### config.mk
export PLATFORM = sky130hd
export DESIGN_NAME = accumulator_machine_execute
export DESIGN_NICKNAME = d
export VERILOG_FILES = /design/src/hdl/ame_pkg.sv /design/src/hdl/ame_ram.sv /design/src/hdl/ame_muldiv.sv /design/src/hdl/ame_datapath.sv /design/src/hdl/ame_ctrl.sv /design/src/hdl/accumulator_machine_execute.sv
export SDC_FILE = /design/constraint.sdc
export NUM_CORES = 2
export LEC_CHECK = 0
export BUFFER_PORTS_ARGS = -buffer_cell sky130_fd_sc_hd__buf_2
export CELL_PAD_IN_SITES_DETAIL_PLACEMENT = 1
export CELL_PAD_IN_SITES_GLOBAL_PLACEMENT = 1
export CORE_ASPECT_RATIO = 2
export CORE_MARGIN = 5
export CORE_UTILIZATION = 30
export CTS_CLUSTER_SIZE = 14
export DETAILED_ROUTE_END_ITERATION = 8
export PLACE_DENSITY = 0.56
export SYNTH_ARGS = -nofsm -noshare
export SYNTH_HDL_FRONTEND = slang
export SYNTH_SLANG_ARGS = --single-unit
### constraint.sdc
create_clock -name clk -period 5.35 [get_ports clk]
set_input_delay 1.07 -clock clk [delete_from_list [all_inputs] [get_ports clk]]
set_output_delay 1.07 -clock clk [all_outputs]
set_load 0.01 [all_outputs]
### src/hdl/ame_pkg.sv
// ----------------------------------------------------------------------------
// ame_pkg
// Shared types and opcodes of the accumulator machine execute unit.
// ----------------------------------------------------------------------------
`default_nettype none

package ame_pkg;

  localparam int CMD_W     = 7;
  localparam int OPERAND_W = 5;
  localparam int IO_WORD_W = 32;
  localparam int PC_W      = 6;

  // opcodes
  localparam logic [CMD_W-1:0] OP_READ  = 7'd10;
  localparam logic [CMD_W-1:0] OP_WRITE = 7'd11;
  localparam logic [CMD_W-1:0] OP_LOAD  = 7'd20;
  localparam logic [CMD_W-1:0] OP_STORE = 7'd21;
  localparam logic [CMD_W-1:0] OP_ADD   = 7'd30;
  localparam logic [CMD_W-1:0] OP_SUB   = 7'd31;
  localparam logic [CMD_W-1:0] OP_DIV   = 7'd32;
  localparam logic [CMD_W-1:0] OP_MUL   = 7'd33;
  localparam logic [CMD_W-1:0] OP_JUMP  = 7'd40;
  localparam logic [CMD_W-1:0] OP_JNEG  = 7'd41;
  localparam logic [CMD_W-1:0] OP_JZERO = 7'd42;
  localparam logic [CMD_W-1:0] OP_HALT  = 7'd43;

  // register index of program_length (byte address = 4 * index)
  localparam logic REG_PROGRAM_LENGTH = 1'b0;

  typedef struct packed {
    logic [CMD_W-1:0]            command;
    logic [OPERAND_W-1:0]        operand;
    logic signed [IO_WORD_W-1:0] read_value;
  } ame_in_t;

  typedef struct packed {
    logic                        write_valid;
    logic signed [IO_WORD_W-1:0] write_value;
    logic [PC_W-1:0]             next_pc;
    logic                        halted;
    logic                        divide_error;
  } ame_out_t;

  // controller -> datapath
  typedef struct packed {
    logic load;    // latch item, issue memory read
    logic start;   // launch multiply/divide
    logic commit;  // update state, load output register
  } ame_cmd_t;

  // datapath -> controller
  typedef struct packed {
    logic need_md;
    logic md_done;
  } ame_sts_t;

endpackage

`default_nettype wire

### src/hdl/ame_ram.sv
// ----------------------------------------------------------------------------
// ame_ram
// Generic single-write, single-read RAM with registered read data.
// ----------------------------------------------------------------------------
`default_nettype none

module ame_ram #(
  parameter int WIDTH = 32,
  parameter int DEPTH = 32
) (
  input  wire logic                     clk,
  input  wire logic                     we,
  input  wire logic [$clog2(DEPTH)-1:0] waddr,
  input  wire logic [WIDTH-1:0]         wdata,
  input  wire logic                     re,
  input  wire logic [$clog2(DEPTH)-1:0] raddr,
  output logic      [WIDTH-1:0]         rdata
);

  logic [WIDTH-1:0] mem_r [DEPTH];
  logic [WIDTH-1:0] rdata_r;

  always_ff @(posedge clk) begin
    if (we) begin
      mem_r[waddr] <= wdata;
    end
    if (re) begin
      rdata_r <= mem_r[raddr];
    end
  end

  assign rdata = rdata_r;

endmodule

`default_nettype wire

### src/hdl/ame_muldiv.sv
// ----------------------------------------------------------------------------
// ame_muldiv
// Iterative radix-2 multiplier (low word) and signed restoring divider.
// ----------------------------------------------------------------------------
`default_nettype none

module ame_muldiv #(
  parameter int WORD_WIDTH = 32
) (
  input  wire logic                  clk,
  input  wire logic                  rst_n,
  input  wire logic                  start,
  input  wire logic                  is_div,
  input  wire logic [WORD_WIDTH-1:0] op_a,
  input  wire logic [WORD_WIDTH-1:0] op_b,
  output logic      [WORD_WIDTH-1:0] result,
  output logic                       done
);

  localparam int W  = WORD_WIDTH;
  localparam int CW = $clog2(W + 1);

  logic [W-1:0]  x_r, x_nxt;   // product / quotient
  logic [W-1:0]  y_r, y_nxt;   // multiplicand / divisor magnitude
  logic [W-1:0]  r_r, r_nxt;   // multiplier / remainder
  logic [CW-1:0] cnt_r, cnt_nxt;
  logic          div_r, neg_r, done_r, done_nxt;
  logic [W:0]    trial;
  logic [W-1:0]  mag_a, mag_b;

  assign mag_a = op_a[W-1] ? (~op_a + 1'b1) : op_a;
  assign mag_b = op_b[W-1] ? (~op_b + 1'b1) : op_b;
  assign trial = {r_r, x_r[W-1]} - {1'b0, y_r};

  always_comb begin
    x_nxt    = x_r;
    y_nxt    = y_r;
    r_nxt    = r_r;
    cnt_nxt  = cnt_r;
    done_nxt = done_r;
    if (cnt_r != '0) begin
      if (div_r) begin
        if (!trial[W]) begin
          r_nxt = trial[W-1:0];
          x_nxt = {x_r[W-2:0], 1'b1};
        end else begin
          r_nxt = {r_r[W-2:0], x_r[W-1]};
          x_nxt = {x_r[W-2:0], 1'b0};
        end
      end else begin
        if (r_r[0]) begin
          x_nxt = x_r + y_r;
        end
        y_nxt = {y_r[W-2:0], 1'b0};
        r_nxt = {1'b0, r_r[W-1:1]};
      end
      cnt_nxt = cnt_r - 1'b1;
      if (cnt_r == CW'(1)) begin
        done_nxt = 1'b1;
      end
    end
  end

  always_ff @(posedge clk) begin
    if (!rst_n) begin
      cnt_r  <= '0;
      done_r <= 1'b0;
    end else if (start) begin
      cnt_r  <= CW'(W);
      done_r <= 1'b0;
    end else begin
      cnt_r  <= cnt_nxt;
      done_r <= done_nxt;
    end
  end

  always_ff @(posedge clk) begin
    if (start) begin
      div_r <= is_div;
      neg_r <= op_a[W-1] ^ op_b[W-1];
      if (is_div) begin
        x_r <= mag_a;
        y_r <= mag_b;
        r_r <= '0;
      end else begin
        x_r <= '0;
        y_r <= op_a;
        r_r <= op_b;
      end
    end else begin
      x_r <= x_nxt;
      y_r <= y_nxt;
      r_r <= r_nxt;
    end
  end

  assign result = (div_r && neg_r) ? (~x_r + 1'b1) : x_r;
  assign done   = done_r;

endmodule

`default_nettype wire

### src/hdl/ame_datapath.sv
// ----------------------------------------------------------------------------
// ame_datapath
// Accumulator, program counter, halt flag, data memory and result register.
// ----------------------------------------------------------------------------
`default_nettype none

module ame_datapath #(
  parameter int DATA_DEPTH = 32,
  parameter int PROG_DEPTH = 32,
  parameter int WORD_WIDTH = 32
) (
  input  wire logic                     clk,
  input  wire logic                     rst_n,
  input  wire ame_pkg::ame_in_t         in_data,
  input  wire logic [ame_pkg::PC_W-1:0] program_length,
  input  wire ame_pkg::ame_cmd_t        cmd,
  output ame_pkg::ame_sts_t             sts,
  output ame_pkg::ame_out_t             out_data
);

  import ame_pkg::*;

  localparam int W  = WORD_WIDTH;
  localparam int AW = $clog2(DATA_DEPTH);
  localparam logic [PC_W:0] PROG_LIM = (PC_W + 1)'(PROG_DEPTH);

  logic [CMD_W-1:0]            cmd_r;
  logic [OPERAND_W-1:0]        opd_r;
  logic signed [IO_WORD_W-1:0] rv_r;
  logic [W-1:0]                acc_r, acc_nxt;
  logic [PC_W-1:0]             pc_r;
  logic                        halt_r, halt_nxt;
  ame_out_t                    out_r, out_nxt;

  logic [AW-1:0]  addr_tab [2**OPERAND_W];
  logic [W-1:0]   mem_q, mem_wdata, rv_w, md_result;
  logic           mem_we, md_done, skip;
  logic [PC_W:0]  limit, next_pc;
  logic [63:0]    mem_sx, rv_sx;

  // operand modulo depth, folded at elaboration
  for (genvar g = 0; g < 2**OPERAND_W; g++) begin : g_addr
    assign addr_tab[g] = AW'(g % DATA_DEPTH);
  end

  ame_ram #(
    .WIDTH (W),
    .DEPTH (DATA_DEPTH)
  ) u_mem (
    .clk   (clk),
    .we    (cmd.commit & mem_we),
    .waddr (addr_tab[opd_r]),
    .wdata (mem_wdata),
    .re    (cmd.load),
    .raddr (addr_tab[in_data.operand]),
    .rdata (mem_q)
  );

  ame_muldiv #(
    .WORD_WIDTH (W)
  ) u_md (
    .clk    (clk),
    .rst_n  (rst_n),
    .start  (cmd.start),
    .is_div (cmd_r == OP_DIV),
    .op_a   (acc_r),
    .op_b   (mem_q),
    .result (md_result),
    .done   (md_done)
  );

  assign limit  = ({1'b0, program_length} > PROG_LIM) ? PROG_LIM : {1'b0, program_length};
  assign skip   = halt_r || ({1'b0, pc_r} >= limit);
  assign mem_sx = 64'($signed(mem_q));
  assign rv_sx  = 64'(rv_r);
  assign rv_w   = rv_sx[W-1:0];

  assign sts.need_md = !skip && ((cmd_r == OP_MUL) || ((cmd_r == OP_DIV) && (mem_q != '0)));
  assign sts.md_done = md_done;

  always_comb begin
    next_pc   = {1'b0, pc_r} + 1'b1;
    acc_nxt   = acc_r;
    halt_nxt  = halt_r;
    mem_we    = 1'b0;
    mem_wdata = acc_r;
    out_nxt   = '0;
    if (skip) begin
      halt_nxt = 1'b1;
      next_pc  = {1'b0, pc_r};
    end else begin
      case (cmd_r)
        OP_READ: begin
          mem_we    = 1'b1;
          mem_wdata = rv_w;
        end
        OP_WRITE: begin
          out_nxt.write_valid = 1'b1;
          out_nxt.write_value = mem_sx[IO_WORD_W-1:0];
        end
        OP_LOAD:  acc_nxt = mem_q;
        OP_STORE: mem_we = 1'b1;
        OP_ADD:   acc_nxt = acc_r + mem_q;
        OP_SUB:   acc_nxt = acc_r - mem_q;
        OP_MUL:   acc_nxt = md_result;
        OP_DIV: begin
          if (mem_q == '0) begin
            out_nxt.divide_error = 1'b1;
          end else begin
            acc_nxt = md_result;
          end
        end
        OP_JUMP: next_pc = (PC_W + 1)'(opd_r);
        OP_JNEG: begin
          if (acc_r[W-1]) begin
            next_pc = (PC_W + 1)'(opd_r);
          end
        end
        OP_JZERO: begin
          if (acc_r == '0) begin
            next_pc = (PC_W + 1)'(opd_r);
          end
        end
        OP_HALT: begin
          halt_nxt = 1'b1;
          next_pc  = {1'b0, pc_r};
        end
        default: ;
      endcase
      // running off the end of the program halts at once
      if (!halt_nxt && (next_pc >= limit)) begin
        halt_nxt = 1'b1;
      end
    end
    out_nxt.next_pc = next_pc[PC_W-1:0];
    out_nxt.halted  = halt_nxt;
  end

  always_ff @(posedge clk) begin
    if (!rst_n) begin
      acc_r  <= '0;
      pc_r   <= '0;
      halt_r <= 1'b0;
    end else if (cmd.commit) begin
      acc_r  <= acc_nxt;
      pc_r   <= next_pc[PC_W-1:0];
      halt_r <= halt_nxt;
    end
  end

  always_ff @(posedge clk) begin
    if (cmd.load) begin
      cmd_r <= in_data.command;
      opd_r <= in_data.operand;
      rv_r  <= in_data.read_value;
    end
    if (cmd.commit) begin
      out_r <= out_nxt;
    end
  end

  assign out_data = out_r;

  a_halt_sticky: assert property (@(posedge clk) disable iff (!rst_n)
    halt_r |=> halt_r)
    else $error("halt flag cleared without reset");

  a_start_clears_done: assert property (@(posedge clk) disable iff (!rst_n)
    cmd.start |=> !md_done)
    else $error("multiply/divide done still set after start");

endmodule

`default_nettype wire

### src/hdl/ame_ctrl.sv
// ----------------------------------------------------------------------------
// ame_ctrl
// Sequencer: accept an item, execute, wait on multiply/divide, hand off result.
// ----------------------------------------------------------------------------
`default_nettype none

module ame_ctrl (
  input  wire logic              clk,
  input  wire logic              rst_n,
  input  wire logic              in_valid,
  output logic                   in_ready,
  output logic                   out_valid,
  input  wire logic              out_ready,
  input  wire ame_pkg::ame_sts_t sts,
  output ame_pkg::ame_cmd_t      cmd
);

  import ame_pkg::*;

  typedef enum logic [1:0] {
    ST_IDLE,
    ST_EXEC,
    ST_ITER
  } state_t;

  state_t state_r, state_nxt;
  logic   out_valid_r, out_valid_nxt;
  logic   accept, out_free;

  assign in_ready = (state_r == ST_IDLE);
  assign accept   = in_valid && in_ready;
  assign out_free = !out_valid_r || out_ready;

  always_comb begin
    cmd           = '0;
    state_nxt     = state_r;
    cmd.load      = accept;
    unique case (state_r)
      ST_IDLE: begin
        if (accept) begin
          state_nxt = ST_EXEC;
        end
      end
      ST_EXEC: begin
        if (sts.need_md) begin
          cmd.start = 1'b1;
          state_nxt = ST_ITER;
        end else if (out_free) begin
          cmd.commit = 1'b1;
          state_nxt  = ST_IDLE;
        end
      end
      ST_ITER: begin
        if (sts.md_done && out_free) begin
          cmd.commit = 1'b1;
          state_nxt  = ST_IDLE;
        end
      end
      default: state_nxt = ST_IDLE;
    endcase
    out_valid_nxt = out_valid_r;
    if (cmd.commit) begin
      out_valid_nxt = 1'b1;
    end else if (out_ready) begin
      out_valid_nxt = 1'b0;
    end
  end

  always_ff @(posedge clk) begin
    if (!rst_n) begin
      state_r     <= ST_IDLE;
      out_valid_r <= 1'b0;
    end else begin
      state_r     <= state_nxt;
      out_valid_r <= out_valid_nxt;
    end
  end

  assign out_valid = out_valid_r;

  a_accept_exec: assert property (@(posedge clk) disable iff (!rst_n)
    accept |=> (state_r == ST_EXEC))
    else $error("accepted item did not enter execute");

  a_commit_free: assert property (@(posedge clk) disable iff (!rst_n)
    cmd.commit |-> (!out_valid_r || out_ready))
    else $error("result overwrote an untaken item");

  a_commit_shows: assert property (@(posedge clk) disable iff (!rst_n)
    cmd.commit |=> (out_valid_r && (state_r == ST_IDLE)))
    else $error("committed result not presented");

endmodule

`default_nettype wire

### src/hdl/accumulator_machine_execute.sv
// ----------------------------------------------------------------------------
// accumulator_machine_execute
// Execute unit of a small accumulator machine with an APB program-length reg.
// ----------------------------------------------------------------------------
// Sequence: the accepting edge latches the item and reads data memory; the
//   commit then registers the result and raises out_valid. MUL and a
//   nonzero-divisor DIV first run the one-bit-per-cycle multiply/divide.
// A new item is accepted only once the previous one has committed.
// An untaken result lets the next item in, but holds its commit until taken.
// Reset (rst_n low, synchronous) clears acc, pc, halt flag and program_length.
`default_nettype none

module accumulator_machine_execute #(
  parameter int DATA_DEPTH = 32,
  parameter int PROG_DEPTH = 32,
  parameter int WORD_WIDTH = 32
) (
  input  wire logic              clk,
  input  wire logic              rst_n,
  input  wire logic              in_valid,
  output logic                   in_ready,
  input  wire ame_pkg::ame_in_t  in_data,
  output logic                   out_valid,
  input  wire logic              out_ready,
  output ame_pkg::ame_out_t      out_data,
  input  wire logic              psel,
  input  wire logic              penable,
  input  wire logic              pwrite,
  input  wire logic [2:0]        paddr,
  input  wire logic [31:0]       pwdata,
  output logic [31:0]            prdata,
  output logic                   pready
);

  import ame_pkg::*;

  ame_cmd_t        cmd;
  ame_sts_t        sts;
  logic [PC_W-1:0] plen_r;
  logic            sel_plen;

  assign pready   = 1'b1;
  assign sel_plen = (paddr[2] == REG_PROGRAM_LENGTH);

  always_ff @(posedge clk) begin
    if (!rst_n) begin
      plen_r <= '0;
    end else if (psel && penable && pwrite && sel_plen) begin
      plen_r <= pwdata[PC_W-1:0];
    end
  end

  assign prdata = sel_plen ? {{(32 - PC_W){1'b0}}, plen_r} : '0;

  ame_ctrl u_ctrl (
    .clk       (clk),
    .rst_n     (rst_n),
    .in_valid  (in_valid),
    .in_ready  (in_ready),
    .out_valid (out_valid),
    .out_ready (out_ready),
    .sts       (sts),
    .cmd       (cmd)
  );

  ame_datapath #(
    .DATA_DEPTH (DATA_DEPTH),
    .PROG_DEPTH (PROG_DEPTH),
    .WORD_WIDTH (WORD_WIDTH)
  ) u_dp (
    .clk            (clk),
    .rst_n          (rst_n),
    .in_data        (in_data),
    .program_length (plen_r),
    .cmd            (cmd),
    .sts            (sts),
    .out_data       (out_data)
  );

endmodule

`default_nettype wire
---- After elaboration in Yosys (flattened, before gate mapping) ----
Memories as Yosys holds them, arrays and structs flattened. A register that Yosys moved wholly into a read port is not among the register bits.
Cells that the tools add are included.
operators by class
  $add $sub $neg .......................... 9
  magnitude comparators ................... 5
  equality and inequality tests ........... 20
  muxes and demuxes ....................... 58
  bitwise logic cells ..................... 12
  reduce and logical (&&, ||, !) cells .... 33
operators by type and width
  kind                                                                    count
  32-bit two-way mux                                                      20
  32-bit one-hot mux with 5 select lines                                  1
  32-bit by 1-bit adder with 32-bit output (second input constant)        3
  32-bit NOT                                                              3
  32-bit adder                                                            2
  32-bit zero test                                                        2
  7-bit by 6-bit equality test with 1-bit output (second input constant)  6
  33-bit two-way mux                                                      1
  33-bit by 32-bit subtractor with 33-bit output                          1
  32-bit nonzero test                                                     1
  32-bit subtractor                                                       1
  6-bit two-way mux                                                       5
  7-bit by 5-bit equality test with 1-bit output (second input constant)  4
  7-bit one-hot mux with 4 select lines                                   1
  7-bit two-way mux                                                       3
  5-bit two-way mux                                                       4
  1-bit two-way mux                                                       17
  7-bit by 4-bit equality test with 1-bit output (second input constant)  2
  6-bit >= comparator (second input constant)                             2
  5-bit NOT with 6-bit output                                             2
  1-bit logical AND                                                       9
  2-bit two-way mux                                                       4
  2-bit OR reduction                                                      4
  6-bit by 1-bit adder with 7-bit output (second input constant)          1
  other kinds (25)                                                        38
word-level totals
  bits in registers ....................... 238
  memory bits (writable) .................. 1024
  bits in read-only memories .............. 320
  output and inout port bits .............. 76
  logic and storage cells ................. 162
  memories kept ........................... 3
memories
  memory            depth  width  rd ports  clocked after memory_dff  write ports  line                RTL
  u_dp.u_mem.mem_r  32     32     1         1                         1            ame_ram.sv:20       logic [WIDTH-1:0] mem_r [DEPTH];
  (no name shown)   32     5      1         0                         0            ame_datapath.sv:52  .waddr (addr_tab[opd_r]),
  (no name shown)   32     5      1         0                         0            ame_datapath.sv:55  .raddr (addr_tab[in_data.operand]),

---- Longest topological paths before layout ----
  depth after elaboration ................. 11
  depth in mapped cells ................... 21
  mapped depth without buffers ............ 21

---- By module ----
Synthesis repeated with hierarchy kept, for this count alone.
second synthesis, totals
  cell total of the unflattened synthesis .. 4434
  area, all modules ....................... 60192.7 um^2
modules (own cells, without submodules)
  module                       instances  cells an instance  area each (um^2)
  ame_ram                      1          2260               40805.4
  ame_muldiv                   1          1246               10516.3
  ame_datapath                 1          836                8110.3
  accumulator_machine_execute  1          62                 513.0
  ame_ctrl                     1          30                 247.7

---- Worst setup path before layout ----
OpenSTA, ideal clock, no wires.
  path kind ............................... register -> register
  start ................................... register u_dp.u_mem.rdata_r[14], in the netlist u_dp.u_mem.rdata[14], read port of u_dp.u_mem.mem_r
  end ..................................... memory u_dp.u_mem.mem_r[19][0], enable pin
  library setup time ...................... 0.461 ns
  data arrival time ....................... 4.885 ns
  required time ........................... 4.889 ns
  slack ................................... 0.004 ns
  cell stages (with the launch flop) ...... 13
  path buffers ............................ 2
  cells stage by stage .................... edfxtp_1 -> clkbuf_1 -> or3_4 -> or4_4 -> nor2_1 -> nand4b_1 -> nor3_2 -> nor3_1 -> a21o_1 -> buf_2 -> nor4b_4 -> nand3_1 -> nor3_1
on the way
  longest elaborated chain between the ends .. 9
RTL lines
  element                                  line                RTL
  start: declaration                       ame_ram.sv:21       logic [WIDTH-1:0] rdata_r;
  32-bit nonzero test                      ame_datapath.sv:78  assign sts.need_md = !skip && ((cmd_r == OP_MUL) || ((cmd_r == OP_DIV) && (mem_q != '0)));
  1-bit logical AND                        ame_datapath.sv:78
  1-bit logical OR                         ame_datapath.sv:78
  1-bit logical AND                        ame_datapath.sv:78
  1-bit two-way mux                        ame_ctrl.sv:45      if (sts.need_md) begin
  1-bit one-hot mux with 2 select lines    ame_ctrl.sv:38      unique case (state_r)
  1-bit AND                                ame_datapath.sv:51  .we (cmd.commit & mem_we),
  1-bit two-way mux                        ame_ram.sv:24       if (we) begin
  1-bit two-way mux (implied by the code)  ame_ram.sv:25       mem_r[waddr] <= wdata;
  end: declaration                         ame_ram.sv:20
No other way between the ends.

---- Final worst setup path ----
  start ................................... register u_dp.u_mem.rdata_r[5], in the netlist u_dp.u_mem.rdata[5], read port of u_dp.u_mem.mem_r
  end ..................................... register u_dp.acc_r[31]
on the way
  longest elaborated chain between the ends .. 7
  elaborated cells between the ends (all ways) .. 12
RTL lines
  element                                                                    line                 RTL
  parallel branches: the longest is 7 deep, another holds 32-bit subtractor  --
  end signal: assignment                                                     ame_datapath.sv:145  acc_r <= acc_nxt;
  end: declaration                                                           ame_datapath.sv:30   logic [W-1:0] acc_r, acc_nxt;
Parallel ways; which one is timed is not known.
A chain may end at the register's enable or synchronous reset.

==> results.sh <==
export IMPL_status="finished, final reports clean"
export IMPL_die_h_um=637.7
export IMPL_dp_hpwl_mm=128.2
export IMPL_wl_per_cell_um=28.61
export IMPL_cts_resized=0
export IMPL_worstSetupStartpointType="register"
export IMPL_clkTransAtPathRegs_ns=0.07
export IMPL_fin_ws_ns=0.3174
export IMPL_postCtsHoldBufs=0
export IMPL_final_nets=4160
export IMPL_finalSetupTns_ns=0
export IMPL_synth_area_top_cells="edfxtp_1 (63%), mux4_2 (12%), ha_1 (2.5%), o21ai_0 (1.9%), dfxtp_1 (1.9%)"
export IMPL_critPathBufInv=1
export IMPL_slew_headroom=0.3396
export IMPL_grt_setup_unrepaired="false"
export IMPL_cpMaxStageDelayCell="or3_1"
export IMPL_grtUsageTotal=0.1797
export IMPL_cts_root_buf="clkbuf_16"
export IMPL_avgSynthCellArea_um2=15.61
export IMPL_synth_edf_count=1239
export IMPL_ir_drop_v=0.0002593
export IMPL_grt_pass1_wl_mm=269.4
export IMPL_ys_warn_count=0
export IMPL_antenna_found_initial=7
export IMPL_die_width_um=323.8
export IMPL_critPathArrivalTime_ns=5.68
export IMPL_drive_above_1_share=0.2179
export IMPL_synthesis_area_um2=59100
export IMPL_cp_end_kind="register"
export IMPL_place_inst=6390
export IMPL_whs_ns=0.5045
export IMPL_drt_first_pass_iters=5
export IMPL_cts_num_sinks=1294
export IMPL_finalHoldViolations=0
export IMPL_period_minus_slack_ns=5.033
export IMPL_leakage_nw=25.27
export IMPL_drt_vias_per_instance=5.223
export IMPL_synth_distinct_cells=82
export IMPL_cts_made_buffers=115
export IMPL_drcViolationCount=0
export IMPL_fin_crit_sh=0.9407
export IMPL_slowest_delay_ns=0.41
export IMPL_hp_class="register to register"
export IMPL_synth_commonest_cells="edfxtp_1 (1,239), mux4_2 (320), o21ai_0 (224)"
export IMPL_required_ns=6.00
export IMPL_grt_pass1_vias=37540
export IMPL_final_max_slew_violation_count=0
export IMPL_post_cts_buffers=0
export IMPL_ys_flop_type="edfxtp_1"
export IMPL_fp_dieArea_um2=206500
export IMPL_synth_most_common_cell="edfxtp_1"
export IMPL_worstSetupPathType="register to register"
export IMPL_fin_util=0.3441
export IMPL_synth_cells=3786
export IMPL_clock_skew_ns=0.02274
export IMPL_grt_start_max_net_pins=70
export IMPL_drtIter0Drc=2233
export IMPL_synth_top_area_frac=0.6296
export IMPL_cp_top_family="simple AND/OR/NAND/NOR gates"
export IMPL_total_power_mw=24.98
export IMPL_io_pins=162
export IMPL_setup_viol=0
export IMPL_dp_worst_setup_slack_ns=0.2209
export IMPL_synthArstFlopShare=0
export IMPL_critPathMaxFanout=5
export IMPL_ys_seq_area_frac=0.6482
export IMPL_overflow=0
export IMPL_maxCapViolCount=0
export IMPL_final_antenna_net_count=0
export IMPL_synth_area_leader_cell="edfxtp_1"
export IMPL_power_density_nw_per_um2=369.9
export IMPL_num_rows=230
export IMPL_cts_tree="yes"
export IMPL_fill_cells=20130
export IMPL_syn2layout_area_growth_pct=14.28
export IMPL_via_count=34380
export IMPL_routed_wl_mm=188.3
export IMPL_coreArea_um2=196300
export IMPL_worstMarginPinSlew_ns=0.9907
export IMPL_final_cell_area_um2=67530
export IMPL_start_util=0.3011
export IMPL_placed_area_um2=63860
export IMPL_final_cells=6582
export IMPL_htree_levels=3
export IMPL_gp_congestion=0.8714
export IMPL_numPortBuffers=106
export IMPL_clock_fmax_mhz=198.7
export IMPL_clockBufferDepth=3
export IMPL_insertion_delay_ns=0.73
export IMPL_synth_seq_cells=1294
export IMPL_cp_cell_sequence="nor4_1, nand2_1, or3_1, or3_1, or3_1, nand2_1, xor2_1, ha_1, nand4_1, or3_1, a211oi_1, buf_4, o21ai_0, o211ai_1, nand2_1, o41ai_2, xnor2_1, nand2_1, a31oi_1"
-- per-layer routing --
metal / vias to the layer above / global-route usage / part of all wire
li1: 15200 / - / -
met4: 8 / 0.06936 / 0.045
met3: 291 / 0.01976 / 0.031
met5: - / 0 / 0.00025
met2: 622 / 0.3597 / 0.57
met1: 18260 / 0.1884 / 0.35
-- path summary, 6_finish.rpt --
| path | start | to | slack (ns) | cells after the start |
|---|---|---|---|---|
| max | u_dp.u_mem.rdata[5]$_DFFE_PP_ | u_dp.acc_r[31]$_SDFFE_PN0P_ | 0.32 | 19 |
| max reg2reg | u_dp.u_mem.rdata[5]$_DFFE_PP_ | u_dp.acc_r[31]$_SDFFE_PN0P_ | 0.32 | 19 |
| min | u_ctrl.state_r[0]$_SDFFE_PN0P_ | u_ctrl.state_r[0]$_SDFFE_PN0P_ | 0.50 | 2 |
| min reg2reg | u_ctrl.state_r[0]$_SDFFE_PN0P_ | u_ctrl.state_r[0]$_SDFFE_PN0P_ | 0.50 | 2 |
-- worst register-to-register path, stage by stage (launching register included) --
cell,delay (ns)
edfxtp_1,0.39
nor4_1,0.40
nand2_1,0.17
or3_1,0.38
or3_1,0.38
or3_1,0.35
nand2_1,0.10
xor2_1,0.09
ha_1,0.35
nand4_1,0.21
or3_1,0.41
a211oi_1,0.23
buf_4,0.19
o21ai_0,0.09
o211ai_1,0.18
nand2_1,0.24
o41ai_2,0.41
xnor2_1,0.16
nand2_1,0.07
a31oi_1,0.17
-- power by group --
part	switching [mW]	total [mW]	internal [mW]
clock network	3.84	8.40	4.56
registers	0.484	12.0	11.6
logic	2.73	4.54	1.81
-- state kept, by name, summed over array words and instances (netlist names) --
| register | count |
|---|---|
| u_dp.u_md.neg_r | 1 |
| u_dp.u_mem.mem_r | 1024 |
| u_dp.u_md.x_r | 32 |
| u_dp.u_md.cnt_r | 6 |
| u_dp.pc_r | 6 |
| u_dp.u_md.y_r | 32 |
| u_ctrl.state_r | 2 |
| plen_r | 6 |
| u_dp.u_md.r_r | 32 |
| u_dp.out_data | 41 |
| u_dp.halt_r | 1 |
| u_dp.u_md.div_r | 1 |
| u_dp.opd_r | 5 |
| u_dp.cmd_r | 7 |
| u_dp.u_mem.rdata | 32 |
| u_ctrl.out_valid | 1 |
| u_dp.u_md.done | 1 |
| u_dp.acc_r | 32 |
| u_dp.rv_r | 32 |
-- area by class of cell --
class                      count  area (um2)  share of cell area
antenna                        1       2.502          0.00003705
clock buffer                 145        3054             0.04522
clock inverter                46       613.1            0.009078
inverter                      79       296.5            0.004391
multi-input combinational   2194       19810              0.2933
sequential                  1294       38310              0.5672
tap                         2552        3193             0.04728
timing repair buffer         271        2261             0.03348
-- cells by family (layout without fill, tap and decap cells) --
family	count (synthesis)	after routing	share of synthesized area
buffers and inverters	323	541	0.02301
other	2	28	0.0001271
xor gates and xnor gates	189	189	0.02801
DFF	1294	1294	0.6482
and+or+nand+nor	726	726	0.05937
AOI/OAI and AO/OA	721	721	0.07679
adders and majority gates	119	119	0.02558
muxes	412	412	0.1389
-- placed cells by master (no fill, tap or decap), types with 15 or more instances in the layout --
cell / count
mux4_2: 320
inv_1: 76
buf_2: 102
and3_1: 18
xor2_1: 105
edfxtp_1: 1239
a21oi_1: 156
mux2i_1: 27
ha_1: 116
nand2_1: 222
nor2_4: 27
dfxtp_1: 54
clkbuf_16: 118
a221oi_1: 23
nor3_1: 42
or3_1: 18
o211ai_1: 44
buf_4: 129
xnor2_1: 84
a22oi_1: 21
o21ai_0: 222
nand2b_1: 38
a21o_1: 50
a211oi_1: 38
nor2_1: 168
buf_12: 37
nand3_1: 43
nor2b_1: 27
conb_1: 27
o31ai_1: 36
clkinv_1: 15
clkbuf_1: 27
a31oi_1: 29
mux2_2: 65
and2_1: 39
Power figures use the tool's default switching activity.
